**src/rtl/core/priority_alert_table_unit_macros.svh**
```systemverilog
// Assertion macros for the priority alert table unit.
// Uses the clock and reset names of the including module; no other dependencies.
`ifndef PRIORITY_ALERT_TABLE_UNIT_MACROS_SVH
`define PRIORITY_ALERT_TABLE_UNIT_MACROS_SVH
`ifndef ASSERT_OFF
`define PAT_ASSERT(lbl, prop, msg) \
   lbl: assert property (@(posedge clock) disable iff (reset) prop) else $error(msg);
`define PAT_ASSERT_ALWAYS(lbl, prop, msg) \
   lbl: assert property (@(posedge clock) prop) else $error(msg);
`else
`define PAT_ASSERT(lbl, prop, msg)
`define PAT_ASSERT_ALWAYS(lbl, prop, msg)
`endif
`endif

```
**src/rtl/core/pat_pkg.sv**
```systemverilog
// Shared types, action codes and helpers for the priority alert table unit.
// No dependencies.
package pat_pkg;

   typedef enum logic [2:0] {
      ACT_PUSH     = 3'd0,
      ACT_TICK     = 3'd1,
      ACT_DISM_ID  = 3'd2,
      ACT_DISM_CAT = 3'd3,
      ACT_CLEAR    = 3'd4,
      ACT_LIST     = 3'd5,
      ACT_LIST_CAT = 3'd6,
      ACT_COUNT    = 3'd7
   } action_type;

   localparam int MAX_RESULTS = 16;

   typedef struct packed {
      logic [31:0] id;
      logic [1:0]  pri;
      logic [7:0]  cat;
      logic [15:0] msg;
      logic [15:0] age;
      logic [15:0] rem;
   } entry_type;

   localparam int ENTRY_W = $bits(entry_type);

   typedef struct packed {
      logic [31:0] alert_id;
      logic [1:0]  priority_out;
      logic [7:0]  category_out;
      logic [15:0] message_out;
      logic [15:0] age_out;
      logic [15:0] remaining_out;
      logic [4:0]  match_count;
      logic        found;
      logic        entry_present;
      logic        last;
   } rsp_type;

   function automatic logic [4:0] sat5(input logic [7:0] v);
      sat5 = (v > 8'd31) ? 5'd31 : v[4:0];
   endfunction

endpackage

```
**src/rtl/core/pat_ifs.sv**
```systemverilog
// Request and response channel interfaces of the priority alert table unit.
// No dependencies.
interface pat_req_if;
   logic        valid;
   logic        ready;
   logic [2:0]  action;
   logic [1:0]  priority_in;
   logic [7:0]  category_in;
   logic [15:0] message_in;
   logic [15:0] duration_ticks;
   logic [15:0] delta_ticks;
   logic [31:0] target_id;
   modport source (output valid, action, priority_in, category_in, message_in,
                   duration_ticks, delta_ticks, target_id, input ready);
   modport sink (input valid, action, priority_in, category_in, message_in,
                 duration_ticks, delta_ticks, target_id, output ready);
endinterface

interface pat_rsp_if;
   logic        valid;
   logic        ready;
   logic [31:0] alert_id;
   logic [1:0]  priority_out;
   logic [7:0]  category_out;
   logic [15:0] message_out;
   logic [15:0] age_out;
   logic [15:0] remaining_out;
   logic [4:0]  match_count;
   logic        found;
   logic        entry_present;
   logic        last;
   modport source (output valid, alert_id, priority_out, category_out, message_out,
                   age_out, remaining_out, match_count, found, entry_present, last,
                   input ready);
   modport sink (input valid, alert_id, priority_out, category_out, message_out,
                 age_out, remaining_out, match_count, found, entry_present, last,
                 output ready);
endinterface

```
**src/rtl/core/pat_ram.sv**
```systemverilog
// Generic single-write, single-read RAM with a registered read port.
// No dependencies.
module pat_ram #(
   parameter int WIDTH = 8,
   parameter int DEPTH = 16
) (
   input  logic                     clock,
   input  logic                     wr_en,
   input  logic [$clog2(DEPTH)-1:0] wr_addr,
   input  logic [WIDTH-1:0]         wr_data,
   input  logic                     rd_en,
   input  logic [$clog2(DEPTH)-1:0] rd_addr,
   output logic [WIDTH-1:0]         rd_data
);
   logic [WIDTH-1:0] mem [DEPTH];

   always_ff @(posedge clock) begin
      if (wr_en) begin
         mem[wr_addr] <= wr_data;
      end
      if (rd_en) begin
         rd_data <= mem[rd_addr];
      end
   end
endmodule

```
**src/rtl/core/pat_ctrl.sv**
```systemverilog
// Sequencer of the alert table: scan, select and compaction passes over the slot RAM.
// Depends on pat_pkg, pat_ifs, pat_ram and the assertion macro header.
`include "priority_alert_table_unit_macros.svh"
module pat_ctrl
   import pat_pkg::*;
#(
   parameter int CAPACITY = 16
) (
   input  logic          clock,
   input  logic          reset,
   pat_req_if.sink       req_port,
   input  logic [4:0]    cap_limit,
   output logic          res_valid,
   input  logic          res_ready,
   output rsp_type       res_data
);
   localparam int SLOTS = CAPACITY + 1;
   localparam int IW    = $clog2(SLOTS);
   localparam int CW    = $clog2(SLOTS + 1);

   typedef enum logic [5:0] {
      ST_IDLE    = 6'b000001,
      ST_PUSHCHK = 6'b000010,
      ST_COUNT   = 6'b000100,
      ST_SELECT  = 6'b001000,
      ST_FILTER  = 6'b010000,
      ST_EMIT    = 6'b100000
   } state_type;

   state_type   state_ff, state_in;
   action_type  op_ff;
   logic [7:0]  cat_ff;
   logic [15:0] delta_ff;
   logic [31:0] target_ff;
   logic [CW-1:0] held_ff, ra_ff, wa_ff, cnt_ff, total_ff;
   logic [31:0] next_id_ff, push_id_ff;
   logic        d_vld_ff, best_vld_ff, found_ff;
   logic [IW-1:0] d_idx_ff, best_idx_ff;
   entry_type   best_ff;
   logic [SLOTS-1:0] used_ff;
   logic [4:0]  k_ff;
   rsp_type     res_ff;

   logic        req_fire, scan, scan_done, start, rd_en, ram_we, keep, eligible, better;
   logic        is_list, list_last;
   logic [IW-1:0] ram_waddr;
   entry_type   ent, mod_ent, new_ent, ram_wdata;
   logic [ENTRY_W-1:0] rd_data;
   logic [16:0] age_sum;
   int          lim, nlist;

   function automatic rsp_type status_rsp(input logic [31:0] id, input logic [4:0] cnt,
                                          input logic fnd);
      rsp_type r;
      r             = '0;
      r.alert_id    = id;
      r.match_count = cnt;
      r.found       = fnd;
      r.last        = 1'b1;
      return r;
   endfunction

   function automatic rsp_type entry_rsp(input entry_type e, input logic [4:0] cnt,
                                         input logic lst);
      rsp_type r;
      r               = '0;
      r.alert_id      = e.id;
      r.priority_out  = e.pri;
      r.category_out  = e.cat;
      r.message_out   = e.msg;
      r.age_out       = e.age;
      r.remaining_out = e.rem;
      r.match_count   = cnt;
      r.entry_present = 1'b1;
      r.last          = lst;
      return r;
   endfunction

   pat_ram #(.WIDTH(ENTRY_W), .DEPTH(SLOTS)) u_ram (
      .clock  (clock),
      .wr_en  (ram_we),
      .wr_addr(ram_waddr),
      .wr_data(ram_wdata),
      .rd_en  (rd_en),
      .rd_addr(ra_ff[IW-1:0]),
      .rd_data(rd_data)
   );

   always_comb begin
      ent      = entry_type'(rd_data);
      req_fire = req_port.valid && (state_ff == ST_IDLE);
      scan     = (state_ff == ST_COUNT) || (state_ff == ST_SELECT) || (state_ff == ST_FILTER);
      rd_en    = scan && (ra_ff < held_ff);
      scan_done = scan && (ra_ff == held_ff) && !d_vld_ff;
      is_list  = (op_ff == ACT_LIST) || (op_ff == ACT_LIST_CAT);

      if (cap_limit == 5'd0) lim = 1;
      else if (int'(cap_limit) > CAPACITY) lim = CAPACITY;
      else lim = int'(cap_limit);
      nlist     = (int'(total_ff) > MAX_RESULTS) ? MAX_RESULTS : int'(total_ff);
      list_last = (int'(k_ff) + 1 == nlist);

      // tick: saturate age up, remaining down
      age_sum     = {1'b0, ent.age} + {1'b0, delta_ff};
      mod_ent     = ent;
      mod_ent.age = age_sum[16] ? 16'hFFFF : age_sum[15:0];
      mod_ent.rem = (ent.rem > delta_ff) ? ent.rem - delta_ff : 16'd0;

      case (op_ff)
         ACT_PUSH:     keep = (d_idx_ff != best_idx_ff);
         ACT_TICK:     keep = (mod_ent.rem != 16'd0);
         ACT_DISM_ID:  keep = !((ent.id == target_ff) && !found_ff);
         ACT_DISM_CAT: keep = (ent.cat != cat_ff);
         default:      keep = 1'b1;
      endcase

      eligible = (ent.rem != 16'd0) && ((op_ff != ACT_LIST_CAT) || (ent.cat == cat_ff));
      if (op_ff == ACT_PUSH) begin
         better = !best_vld_ff || (ent.pri < best_ff.pri) ||
                  ((ent.pri == best_ff.pri) && (ent.age > best_ff.age));
      end else begin
         better = eligible && !used_ff[d_idx_ff] &&
                  (!best_vld_ff || (ent.pri > best_ff.pri) ||
                   ((ent.pri == best_ff.pri) && (ent.age < best_ff.age)));
      end

      new_ent.id  = next_id_ff;
      new_ent.pri = req_port.priority_in;
      new_ent.cat = req_port.category_in;
      new_ent.msg = req_port.message_in;
      new_ent.age = 16'd0;
      new_ent.rem = req_port.duration_ticks;

      if (state_ff == ST_FILTER) begin
         ram_we    = d_vld_ff && keep;
         ram_waddr = wa_ff[IW-1:0];
         ram_wdata = (op_ff == ACT_TICK) ? mod_ent : ent;
      end else begin
         ram_we    = req_fire && (action_type'(req_port.action) == ACT_PUSH);
         ram_waddr = held_ff[IW-1:0];
         ram_wdata = new_ent;
      end
   end

   always_comb begin
      state_in = state_ff;
      unique case (state_ff)
         ST_IDLE: begin
            if (req_fire) begin
               unique case (action_type'(req_port.action)) inside
                  ACT_PUSH: state_in = ST_PUSHCHK;
                  ACT_TICK, ACT_DISM_ID, ACT_DISM_CAT: state_in = ST_FILTER;
                  ACT_CLEAR: state_in = ST_EMIT;
                  default: state_in = ST_COUNT;
               endcase
            end
         end
         ST_PUSHCHK: state_in = (int'(held_ff) > lim) ? ST_SELECT : ST_EMIT;
         ST_COUNT: begin
            if (scan_done) begin
               state_in = ((op_ff == ACT_COUNT) || (cnt_ff == '0)) ? ST_EMIT : ST_SELECT;
            end
         end
         ST_SELECT: begin
            if (scan_done) state_in = (op_ff == ACT_PUSH) ? ST_FILTER : ST_EMIT;
         end
         ST_FILTER: begin
            if (scan_done) state_in = (op_ff == ACT_PUSH) ? ST_PUSHCHK : ST_EMIT;
         end
         ST_EMIT: begin
            if (res_ready) state_in = (is_list && !res_ff.last) ? ST_SELECT : ST_IDLE;
         end
         default: state_in = ST_IDLE;
      endcase
      start = (state_in != state_ff) &&
              ((state_in == ST_COUNT) || (state_in == ST_SELECT) || (state_in == ST_FILTER));
   end

   always_ff @(posedge clock) begin
      if (reset) begin
         state_ff   <= ST_IDLE;
         held_ff    <= '0;
         next_id_ff <= 32'd1;
         d_vld_ff   <= 1'b0;
      end else begin
         state_ff <= state_in;
         if (start) begin
            ra_ff       <= '0;
            wa_ff       <= '0;
            cnt_ff      <= '0;
            d_vld_ff    <= 1'b0;
            best_vld_ff <= 1'b0;
            found_ff    <= 1'b0;
         end else if (scan) begin
            if (rd_en) ra_ff <= ra_ff + 1'b1;
            d_vld_ff <= rd_en;
            d_idx_ff <= ra_ff[IW-1:0];
            if (d_vld_ff) begin
               if (state_ff == ST_COUNT && eligible) cnt_ff <= cnt_ff + 1'b1;
               if (state_ff == ST_SELECT && better) begin
                  best_vld_ff <= 1'b1;
                  best_ff     <= ent;
                  best_idx_ff <= d_idx_ff;
               end
               if (state_ff == ST_FILTER) begin
                  if (keep) wa_ff <= wa_ff + 1'b1;
                  else cnt_ff <= cnt_ff + 1'b1;
                  if (op_ff == ACT_DISM_ID && !keep) found_ff <= 1'b1;
               end
            end
         end

         if (req_fire) begin
            op_ff     <= action_type'(req_port.action);
            cat_ff    <= req_port.category_in;
            delta_ff  <= req_port.delta_ticks;
            target_ff <= req_port.target_id;
            used_ff   <= '0;
            k_ff      <= '0;
            res_ff    <= status_rsp(32'd0, 5'd0, 1'b0);
            unique case (action_type'(req_port.action))
               ACT_PUSH: begin
                  held_ff    <= held_ff + 1'b1;
                  next_id_ff <= next_id_ff + 32'd1;
                  push_id_ff <= next_id_ff;
               end
               ACT_CLEAR: held_ff <= '0;
               default: ;
            endcase
         end

         if (state_ff == ST_PUSHCHK && int'(held_ff) <= lim) begin
            res_ff <= status_rsp(push_id_ff, sat5(8'(held_ff)), 1'b0);
         end

         if (state_ff == ST_COUNT && scan_done) begin
            total_ff <= cnt_ff;
            res_ff   <= status_rsp(32'd0, sat5(8'(cnt_ff)), 1'b0);
         end

         if (state_ff == ST_SELECT && scan_done && op_ff != ACT_PUSH) begin
            used_ff[best_idx_ff] <= 1'b1;
            k_ff                 <= k_ff + 5'd1;
            res_ff               <= entry_rsp(best_ff, sat5(8'(total_ff)), list_last);
         end

         if (state_ff == ST_FILTER && scan_done) begin
            held_ff <= wa_ff;
            res_ff  <= status_rsp(32'd0, sat5(8'((op_ff == ACT_DISM_CAT) ? cnt_ff : wa_ff)),
                                  found_ff);
         end
      end
   end

   assign req_port.ready = (state_ff == ST_IDLE);
   assign res_valid      = (state_ff == ST_EMIT);
   assign res_data       = res_ff;

   `PAT_ASSERT(a_held_bound, (state_ff == ST_IDLE) |-> (int'(held_ff) <= CAPACITY), "held exceeds capacity")
   `PAT_ASSERT(a_compact_below, (state_ff == ST_FILTER && ram_we) |-> (wa_ff <= d_idx_ff), "compaction write overtakes read")
   `PAT_ASSERT(a_list_pick, (state_ff == ST_SELECT && scan_done && op_ff != ACT_PUSH) |-> best_vld_ff, "listing pass found no entry")
   `PAT_ASSERT(a_evict_pick, (state_ff == ST_SELECT && scan_done && op_ff == ACT_PUSH) |-> best_vld_ff, "eviction pass found no victim")
endmodule

```
**src/rtl/core/priority_alert_table_unit.sv**
```systemverilog
// Top level of the priority alert table: limit register, sequencer and response register.
// Depends on pat_pkg, pat_ifs and pat_ctrl.
//
//   port       dir   handshake        carries
//   req_port   in    valid/ready      one action with its operands
//   rsp_port   out   valid/ready      result items, last marks the final one
//   csr_*      in    csr_we           capacity limit
//
// A request is taken only while the sequencer is idle. Each pass over the slot RAM reads
// one slot per cycle. Push writes the new slot, then a check, plus two passes (select,
// filter) and a further check per eviction; tick and dismissals one filter pass; list one
// count pass plus one select pass and one emit state per listed entry.
// Reset is synchronous; the table comes up empty, no clearing pass.
// A stalled response holds in the output register while the next request is accepted;
// a second response waits in the sequencer, which then takes no request.
module priority_alert_table_unit
   import pat_pkg::*;
#(
   parameter int CAPACITY = 16
) (
   input  logic       clock,
   input  logic       reset,
   pat_req_if.sink    req_port,
   pat_rsp_if.source  rsp_port,
   input  logic       csr_we,
   input  logic [4:0] csr_wdata
);
   logic [4:0] cap_limit_ff;
   logic       res_valid, res_ready, rsp_valid_ff;
   rsp_type    res_data, rsp_data_ff;

   always_ff @(posedge clock) begin
      if (reset) begin
         cap_limit_ff <= 5'd16;
      end else if (csr_we) begin
         cap_limit_ff <= csr_wdata;
      end
   end

   pat_ctrl #(.CAPACITY(CAPACITY)) u_ctrl (
      .clock    (clock),
      .reset    (reset),
      .req_port (req_port),
      .cap_limit(cap_limit_ff),
      .res_valid(res_valid),
      .res_ready(res_ready),
      .res_data (res_data)
   );

   assign res_ready = !rsp_valid_ff || rsp_port.ready;

   always_ff @(posedge clock) begin
      if (reset) begin
         rsp_valid_ff <= 1'b0;
      end else if (res_valid && res_ready) begin
         rsp_valid_ff <= 1'b1;
      end else if (rsp_port.ready) begin
         rsp_valid_ff <= 1'b0;
      end
      if (res_valid && res_ready) begin
         rsp_data_ff <= res_data;
      end
   end

   assign rsp_port.valid         = rsp_valid_ff;
   assign rsp_port.alert_id      = rsp_data_ff.alert_id;
   assign rsp_port.priority_out  = rsp_data_ff.priority_out;
   assign rsp_port.category_out  = rsp_data_ff.category_out;
   assign rsp_port.message_out   = rsp_data_ff.message_out;
   assign rsp_port.age_out       = rsp_data_ff.age_out;
   assign rsp_port.remaining_out = rsp_data_ff.remaining_out;
   assign rsp_port.match_count   = rsp_data_ff.match_count;
   assign rsp_port.found         = rsp_data_ff.found;
   assign rsp_port.entry_present = rsp_data_ff.entry_present;
   assign rsp_port.last          = rsp_data_ff.last;
endmodule

```
**src/flat_wrapper.sv**
```systemverilog
// flat-port wrapper written by rule: the top's interface ports become plain ports
module priority_alert_table_unit_flat import pat_pkg::*;
#(
   parameter int CAPACITY = 16
)
  (clock, reset, csr_we, csr_wdata, req_port_valid, req_port_action, req_port_priority_in, req_port_category_in, req_port_message_in, req_port_duration_ticks, req_port_delta_ticks, req_port_target_id, req_port_ready, rsp_port_valid, rsp_port_alert_id, rsp_port_priority_out, rsp_port_category_out, rsp_port_message_out, rsp_port_age_out, rsp_port_remaining_out, rsp_port_match_count, rsp_port_found, rsp_port_entry_present, rsp_port_last, rsp_port_ready);
  pat_req_if req_port_i ();
  pat_rsp_if rsp_port_i ();
  input  logic clock;
  input  logic reset;
  input  logic csr_we;
  input  logic [4:0] csr_wdata;
  input wire logic [$bits(req_port_i.valid)-1:0] req_port_valid;
  input wire logic [$bits(req_port_i.action)-1:0] req_port_action;
  input wire logic [$bits(req_port_i.priority_in)-1:0] req_port_priority_in;
  input wire logic [$bits(req_port_i.category_in)-1:0] req_port_category_in;
  input wire logic [$bits(req_port_i.message_in)-1:0] req_port_message_in;
  input wire logic [$bits(req_port_i.duration_ticks)-1:0] req_port_duration_ticks;
  input wire logic [$bits(req_port_i.delta_ticks)-1:0] req_port_delta_ticks;
  input wire logic [$bits(req_port_i.target_id)-1:0] req_port_target_id;
  output wire logic [$bits(req_port_i.ready)-1:0] req_port_ready;
  output wire logic [$bits(rsp_port_i.valid)-1:0] rsp_port_valid;
  output wire logic [$bits(rsp_port_i.alert_id)-1:0] rsp_port_alert_id;
  output wire logic [$bits(rsp_port_i.priority_out)-1:0] rsp_port_priority_out;
  output wire logic [$bits(rsp_port_i.category_out)-1:0] rsp_port_category_out;
  output wire logic [$bits(rsp_port_i.message_out)-1:0] rsp_port_message_out;
  output wire logic [$bits(rsp_port_i.age_out)-1:0] rsp_port_age_out;
  output wire logic [$bits(rsp_port_i.remaining_out)-1:0] rsp_port_remaining_out;
  output wire logic [$bits(rsp_port_i.match_count)-1:0] rsp_port_match_count;
  output wire logic [$bits(rsp_port_i.found)-1:0] rsp_port_found;
  output wire logic [$bits(rsp_port_i.entry_present)-1:0] rsp_port_entry_present;
  output wire logic [$bits(rsp_port_i.last)-1:0] rsp_port_last;
  input wire logic [$bits(rsp_port_i.ready)-1:0] rsp_port_ready;
  assign req_port_i.valid = req_port_valid;
  assign req_port_i.action = req_port_action;
  assign req_port_i.priority_in = req_port_priority_in;
  assign req_port_i.category_in = req_port_category_in;
  assign req_port_i.message_in = req_port_message_in;
  assign req_port_i.duration_ticks = req_port_duration_ticks;
  assign req_port_i.delta_ticks = req_port_delta_ticks;
  assign req_port_i.target_id = req_port_target_id;
  assign req_port_ready = req_port_i.ready;
  assign rsp_port_valid = rsp_port_i.valid;
  assign rsp_port_alert_id = rsp_port_i.alert_id;
  assign rsp_port_priority_out = rsp_port_i.priority_out;
  assign rsp_port_category_out = rsp_port_i.category_out;
  assign rsp_port_message_out = rsp_port_i.message_out;
  assign rsp_port_age_out = rsp_port_i.age_out;
  assign rsp_port_remaining_out = rsp_port_i.remaining_out;
  assign rsp_port_match_count = rsp_port_i.match_count;
  assign rsp_port_found = rsp_port_i.found;
  assign rsp_port_entry_present = rsp_port_i.entry_present;
  assign rsp_port_last = rsp_port_i.last;
  assign rsp_port_i.ready = rsp_port_ready;
  priority_alert_table_unit #(.CAPACITY(CAPACITY)) u_core (.clock(clock), .reset(reset), .req_port(req_port_i), .rsp_port(rsp_port_i), .csr_we(csr_we), .csr_wdata(csr_wdata));
endmodule
```
**config.mk**
```make
export PLATFORM = sky130hd
export DESIGN_NAME = priority_alert_table_unit_flat
export DESIGN_NICKNAME = d
export VERILOG_FILES = /design/src/rtl/core/pat_pkg.sv /design/src/rtl/core/pat_ifs.sv /design/src/rtl/core/pat_ram.sv /design/src/rtl/core/pat_ctrl.sv /design/src/rtl/core/priority_alert_table_unit.sv /design/src/flat_wrapper.sv
export VERILOG_INCLUDE_DIRS = /design/src /design/src/rtl/core
export SDC_FILE = /design/constraint.sdc
export NUM_CORES = 2
export LEC_CHECK = 0
export ABC_AREA = 0
export BUFFER_PORTS_ARGS = -buffer_cell sky130_fd_sc_hd__buf_4
export CORE_MARGIN = 2
export CORE_UTILIZATION = 60
export DETAILED_ROUTE_END_ITERATION = 16
export PLACE_DENSITY = 0.79
export SLEW_MARGIN = 40
export SYNTH_ARGS = -nofsm -noshare
export SYNTH_HDL_FRONTEND = slang
export SYNTH_HIERARCHICAL = 1
export SYNTH_SLANG_ARGS = --single-unit
export TNS_END_PERCENT = 50
```
**constraint.sdc**
```tcl
create_clock -name clock -period 14 [get_ports clock]
set_input_delay 2.8 -clock clock [delete_from_list [all_inputs] [get_ports clock]]
set_output_delay 2.8 -clock clock [all_outputs]
set_load 0.02 [all_outputs]
```
== Word level (Yosys, flattened, before mapping) ==
Memories as Yosys holds them, arrays and structs flattened. A register that Yosys moved wholly into a read port is not among the register bits.
Index checks and enable logic that the tools add are counted.

* Register bits after elaboration: 481
* Bits in writable memories: 1530
* Input bits: 103
* Logic and storage cells: 245
* Memories: 1

* $add $sub $neg: 9
* Magnitude comparators: 14
* Equality and inequality tests: 28
* Mux-type cells: 64
* Bitwise operators: 3
* Reduce and logical (&&, ||, !) cells: 79

{| class="wikitable"
|+ Memory list
! memory !! depth !! bits a word !! read ports !! clocked after Yosys merged registers in !! write ports !! RTL line !! source
|-
| u_core.u_ctrl.u_ram.mem || 17 || 90 || 1 || 1 || 1 || pat_ram.sv:15 || <nowiki>logic [WIDTH-1:0] mem [DEPTH];</nowiki>
|}

{| class="wikitable"
|+ Operator list
! kind !! number
|-
| 2-to-1 mux 98 bit || 4
|-
| 2-to-1 mux 5 bit || 20
|-
| 2-to-1 mux 90 bit || 1
|-
| 2-to-1 mux 32 bit || 2
|-
| 2-to-1 mux 6 bit || 9
|-
| 2-to-1 mux 17 bit || 3
|-
| one-hot mux 6 bit (6 select lines) || 1
|-
| adder 32 x 1 -> 32 bit (second input constant) || 1
|-
| == test 32 bit || 1
|-
| > comparator 16 bit || 2
|-
| > comparator 6 x 32 -> 1 bit || 1
|-
| <= comparator 6 x 32 -> 1 bit || 1
|-
| 2-to-1 mux 16 bit || 2
|-
| nonzero test 16 bit || 2
|-
| adder 5 x 1 -> 5 bit (second input constant) || 5
|-
| logical AND 1 bit || 24
|-
| nonzero test 2 bit || 10
|-
| one-hot mux 6 bit (3 select lines) || 1
|-
| adder 16 x 16 -> 17 bit || 1
|-
| bitwise OR 17 bit || 1
|-
| < comparator 16 bit || 1
|-
| subtractor 16 bit || 1
|-
| > comparator 5 bit (second input constant) || 3
|-
| 2-to-1 mux 1 bit || 15
|-
| 42 further kinds || 85
|}

== Longest topological paths before layout ==
* Depth in word-level cells: 13
* Gate-level depth with buffers: 16

== Cells and area by module ==
The synthesis kept the hierarchy.

{| class="wikitable"
|+ By module, submodules not included
! module !! instances !! cells an instance !! area an instance (um^2) !! seq. area each (um^2)
|-
| pat_ram || 1 || 2512 || 61301.3 || 48646.7
|-
| pat_ctrl || 1 || 1614 || 18273.8 || 10880.4
|-
| priority_alert_table_unit || 1 || 119 || 3168.0 || 3062.9
|}

== Least setup slack after synthesis ==
Ideal clock, no wire load.

* Path type: input-to-reg
* Start point: input port req_port_action[2]
* End point: memory u_core/u_ctrl/u_ram/mem[4][0] (netlist name) (enable)
* Setup time: 0.649 ns
* Arrival: 9.769 ns
* Path slack: 3.582 ns
* Cell stages on the path: 7
* Path through: clkbuf_1 inv_1 nand4_1 nand2_1 nor2b_1 nand2_1 nor3_1

* Longest elaborated chain between the ends: 5

{| class="wikitable"
|+ Ends and longest elaborated chain
! what !! RTL line !! source
|-
| from (decl) || flat_wrapper.sv:14 || <nowiki>input wire logic [$bits(req_port_i.action)-1:0] req_port_action;</nowiki>
|-
| zero test 3 bit || pat_ctrl.sv:139 || <nowiki>ram_we = req_fire && (action_type'(req_port.action) == ACT_PUSH);</nowiki>
|-
| logical AND 1 bit || pat_ctrl.sv:139 ||
|-
| 2-to-1 mux 1 bit || pat_ctrl.sv:134 || <nowiki>if (state_ff == ST_FILTER) begin</nowiki>
|-
| via u_core.u_ctrl.ram_we || pat_ctrl.sv:44 || <nowiki>logic req_fire, scan, scan_done, start, rd_en, ram_we, keep, eligible, better;</nowiki>
|-
| 2-to-1 mux 1 bit || pat_ram.sv:18 || <nowiki>if (wr_en) begin</nowiki>
|-
| 2-to-1 mux 1 bit (implied by the code) || pat_ram.sv:19 || <nowiki>mem[wr_addr] <= wr_data;</nowiki>
|-
| to (decl) || pat_ram.sv:15 ||
|}

The timed path passes the listed nets, and every way through them passes these cells.

== Final worst setup path ==
* Start point: register u_core.u_ctrl.state_ff[0]
* End point: memory u_core/u_ctrl/u_ram/mem[11][52] (netlist name) (enable)

{| class="wikitable"
|+ RTL lines
! what !! RTL line !! source
|-
| from (decl) || pat_ctrl.sv:30 || <nowiki>state_type state_ff, state_in;</nowiki>
|-
| from (signal assigned) || pat_ctrl.sv:186 || <nowiki>state_ff <= state_in;</nowiki>
|-
| == test 6 x 5 -> 1 bit || pat_ctrl.sv:134 ||
|-
| 2-to-1 mux 5 bit || pat_ctrl.sv:134 ||
|-
| via u_core.u_ctrl.ram_waddr[0] || pat_ctrl.sv:46 || <nowiki>logic [IW-1:0] ram_waddr;</nowiki>
|}

The timed path passes the listed nets, and every way through them passes these cells.

==> results.sh <==
export IMPL_status="finished clean"
export IMPL_pre_cts_ws_ps=7410
export IMPL_drt_iter0_markers=6708
export IMPL_avgSynthCellArea_sq_um=19.5
export IMPL_hold_class="flip-flop to flip-flop"
export IMPL_synth_cells=4245
export IMPL_cp_common_cell="buf_4"
export IMPL_ctsResizeCount=0
export IMPL_fin_ws_ps=7470
export IMPL_final_cell_mix="2051 x edfxtp_1, 303 x mux4_2, 260 x nand2_1"
export IMPL_vdd_ir_drop_max_v=0.0000972
export IMPL_yosys_top_cells_area="edfxtp_1 74%, mux4_2 8.2%, mux4_1 2.0%, a221oi_2 1.6%, dfxtp_1 1.2%"
export IMPL_max_freq_ghz=0.153
export IMPL_holdPathEnd="u_core/rsp_port.category_out[1]"
export IMPL_drt_pass1_iter_count=7
export IMPL_seq_area_frac_synth_pct=75.6
export IMPL_critPathCaptureType="flip-flop"
export IMPL_p_per_area_nw_per_um2=142
export IMPL_cp_top_family="simple AND/OR/NAND/NOR gates"
export IMPL_fillCellCount=8188
export IMPL_drive_above_1_share_pct=22.2
export IMPL_skew_ps=34.7
export IMPL_grt_pass1_vias=43589
export IMPL_wl_per_cell_um=32.5
export IMPL_fin_nets=4703
export IMPL_cts_setup_buffers=0
export IMPL_criticalPathCategory="flip-flop to flip-flop"
export IMPL_tightestPinTransition_ps=921
export IMPL_power_switching_mw=2.95
export IMPL_cts_max_level=4
export IMPL_syn2layout_area_growth_pct=12.1
export IMPL_period_share_pct=46.6
export IMPL_worstSetupStartpointType="flip-flop"
export IMPL_die_h_um=375
export IMPL_p_clk_share_pct=39.9
export IMPL_antenna_found_initial=8
export IMPL_synth_distinct_cells=77
export IMPL_synth_top_cell_by_area="edfxtp_1"
export IMPL_grt_max_degree=119
export IMPL_cts_sinks=2101
export IMPL_place_hpwl_um=116000
export IMPL_holdPathStages=0
export IMPL_slew_violations=0
export IMPL_wl_um=211000
export IMPL_r2r_end="u_core/u_ctrl/u_ram/mem[11][52]"
export IMPL_cts_tree="yes"
export IMPL_root_buffer="clkbuf_16"
export IMPL_hold_buffers=0
export IMPL_antenna_left=0
export IMPL_io_buffers=202
export IMPL_clockBufferDepth=3
export IMPL_drc=0
export IMPL_hold_viol=0
export IMPL_critPathArrivalTime_ps=6970
export IMPL_synth_cell_area_sq_um=82700
export IMPL_multiInputGateArea_sq_um=18800
export IMPL_period_needed_ps=6530
export IMPL_synth_top_area_share_pct=74.4
export IMPL_fin_setup_tns_ps=0
export IMPL_cts_buffers=199
export IMPL_die_x_um=375
export IMPL_path_depth=10
export IMPL_clk_latency_ps=840
export IMPL_p_comb_share_pct=7.0
export IMPL_async_reset_ff_share_pct=0
export IMPL_core_sq_um=137000
export IMPL_dieArea_sq_um=141000
export IMPL_synth_edf_count=2051
export IMPL_syn_nets=4417
export IMPL_io_pins=203
export IMPL_globalplace_congestion=0.932
export IMPL_swShare_pct=22.4
export IMPL_p_leak_nw=31.0
export IMPL_critPathRequiredTime_ps=14440
export IMPL_crit_path_top_delay_cell="nor2_4"
export IMPL_rows=136
export IMPL_crit_path_max_fanout=44
export IMPL_viasPerCell=6.78
export IMPL_yosys_warnings=6
export IMPL_vias=44015
export IMPL_final_common_cell="edfxtp_1"
export IMPL_path_buf_inv=4
export IMPL_rsz0062_at_grt="false"
export IMPL_slowest_delay_ps=810
export IMPL_ys_ff_latch=2101
export IMPL_ff2ff_path_depth=10
export IMPL_grt_overflow_total=0
export IMPL_ys_flop_type="edfxtp_1"
export IMPL_r2r_setup_slack_ps=7470
export IMPL_hold_start="u_core/u_ctrl/res_data[57]"
export IMPL_slew_headroom_pct=38.2
export IMPL_clk_pin_slew_ps=60
export IMPL_seq_power_share_pct=53.1
export IMPL_crit_chain="nor3_1 > and3_4 > buf_4 > buf_4 > nand2_1 > o21ai_1 > nand2_1 > nor2_4 > buf_4 > buf_4"
export IMPL_regArea_sq_um=62600
export IMPL_setup_viol=0
export IMPL_grt_usage_pct=29.3
export IMPL_internal_power_mw=10.2
export IMPL_max_cap_viol_count=0
export IMPL_grt_pass1_wl_um=299000
export IMPL_r2r_start="u_core/u_ctrl/state_ff[0]"
export IMPL_initial_core_util_pct=60.3
[layout make-up]
class / instances / area share (%)
well taps: 1794 / 2.42
clock inverters: 115 / 1.12
repair buffers: 292 / 2.69
multi-input cells: 1864 / 20.3
flip-flops and latches: 2101 / 67.5
diodes: 2 / 0.00540
inverters: 73 / 0.305
clock buffers: 249 / 5.68
[power by group through the flow]
stage	clock [mW]	sequential [mW]	combinational (mW)
floorplan	0	7.11	0.649
global placement	0	7.12	0.852
detailed placement	0	7.12	0.879
CTS	5.29	6.99	0.901
global route	5.53	7.00	0.967
finish	5.26	6.99	0.919
[worst max-delay path by stage]
stage,slack [ps],startpoint,end
5_1_grt,7370,u_core/u_ctrl/state_ff[0],u_core/u_ctrl/u_ram/mem[11][52]
2_1_floorplan,3580,req_port_action[2],u_core/u_ctrl/u_ram/mem[4][0]
4_1_cts,7840,u_core/u_ctrl/state_ff[0],u_core/u_ctrl/u_ram/mem[11][52]
3_5_place_dp,7410,req_port_action[1],u_core/u_ctrl/u_ram/mem[11][72]
3_3_place_gp,7480,req_port_action[1],u_core/u_ctrl/u_ram/mem[1][20]
6_report,7470,u_core/u_ctrl/state_ff[0],u_core/u_ctrl/u_ram/mem[11][52]
[per-layer routing]
metal,vias to the layer above,wire [um],global-route usage (%)
met3,403,26100,7.58
met4,10,5950,9.16
met2,3196,100000,45.2
met1,22542,78100,41.7
li1,17864,-,-
met5,-,69,0
[cells by family (layout without fill, tap and decap cells)]
family                     after synthesis  count (layout)  share of synthesized area, %
other                                    0               2                             0
buffers and inverters                  280             729                          1.87
adders and majority gates               69              69                          1.06
xor gates and xnor gates               102             102                          1.08
AOI/OAI and AO/OA                      478             478                          4.79
DFF                                   2101            2101                          75.6
muxes                                  463             463                          11.4
and+or+nand+nor                        752             752                          4.15
[state kept, by name, indices dropped and copies added, names as in the netlist, 17 cells and up]
signal	count
u_core/rsp_port.alert_id	32
u_core/u_ctrl/best_ff	90
u_core/u_ctrl/next_id_ff	32
u_core/u_ctrl/push_id_ff	32
u_core/u_ctrl/res_data	98
u_core/u_ctrl/target_ff	32
u_core/u_ctrl/u_ram/mem	1530
u_core/u_ctrl/u_ram/rd_data	90
u_core/u_ctrl/used_ff	17
[cell usage after synthesis, types with 9 or more instances]
cell type	n
a221oi_1	12
xor2_1	66
buf_12	14
buf_4	27
buf_2	31
or3_1	16
dfxtp_1	50
a22o_1	33
o22ai_1	93
a21o_1	14
mux2i_1	98
o21ai_0	79
ha_1	67
edfxtp_1	2051
clkbuf_1	112
and2_1	51
and3_1	11
inv_1	72
buf_6	16
nand2b_1	10
mux4_1	62
nor4_1	18
mux4_2	303
nand2_1	261
o21a_1	12
a31oi_1	9
xnor2_1	36
nor2b_1	12
nor2_1	243
nand3_1	39
nor3_1	28
o221a_2	16
a221oi_2	90
a21oi_1	65
nand4_1	22
[worst register-to-register path, cell delays in order (launching register included)]
cell and delay, ps:
dfxtp_1 360, nor3_1 680, and3_4 580, buf_4 450, buf_4 680, nand2_1 170, o21ai_1 520, nand2_1 510
nor2_4 810, buf_4 550, buf_4 770
[through the flow]
step                utilization [%]  instance area [sq um]  power (mW)  instances  hold WS (ps)
floorplan                         -                  82700        7.76       4245           400
global placement               62.7                  86000        7.98       6112           401
detailed placement             62.9                  86300        8.00       6120           405
CTS                            67.5                  92600        13.2       6484           406
global route                   67.6                  92800        13.5       6488           417
finish                         67.6                  92800        13.2       6490           415
Power figures use the tool's default switching activity.
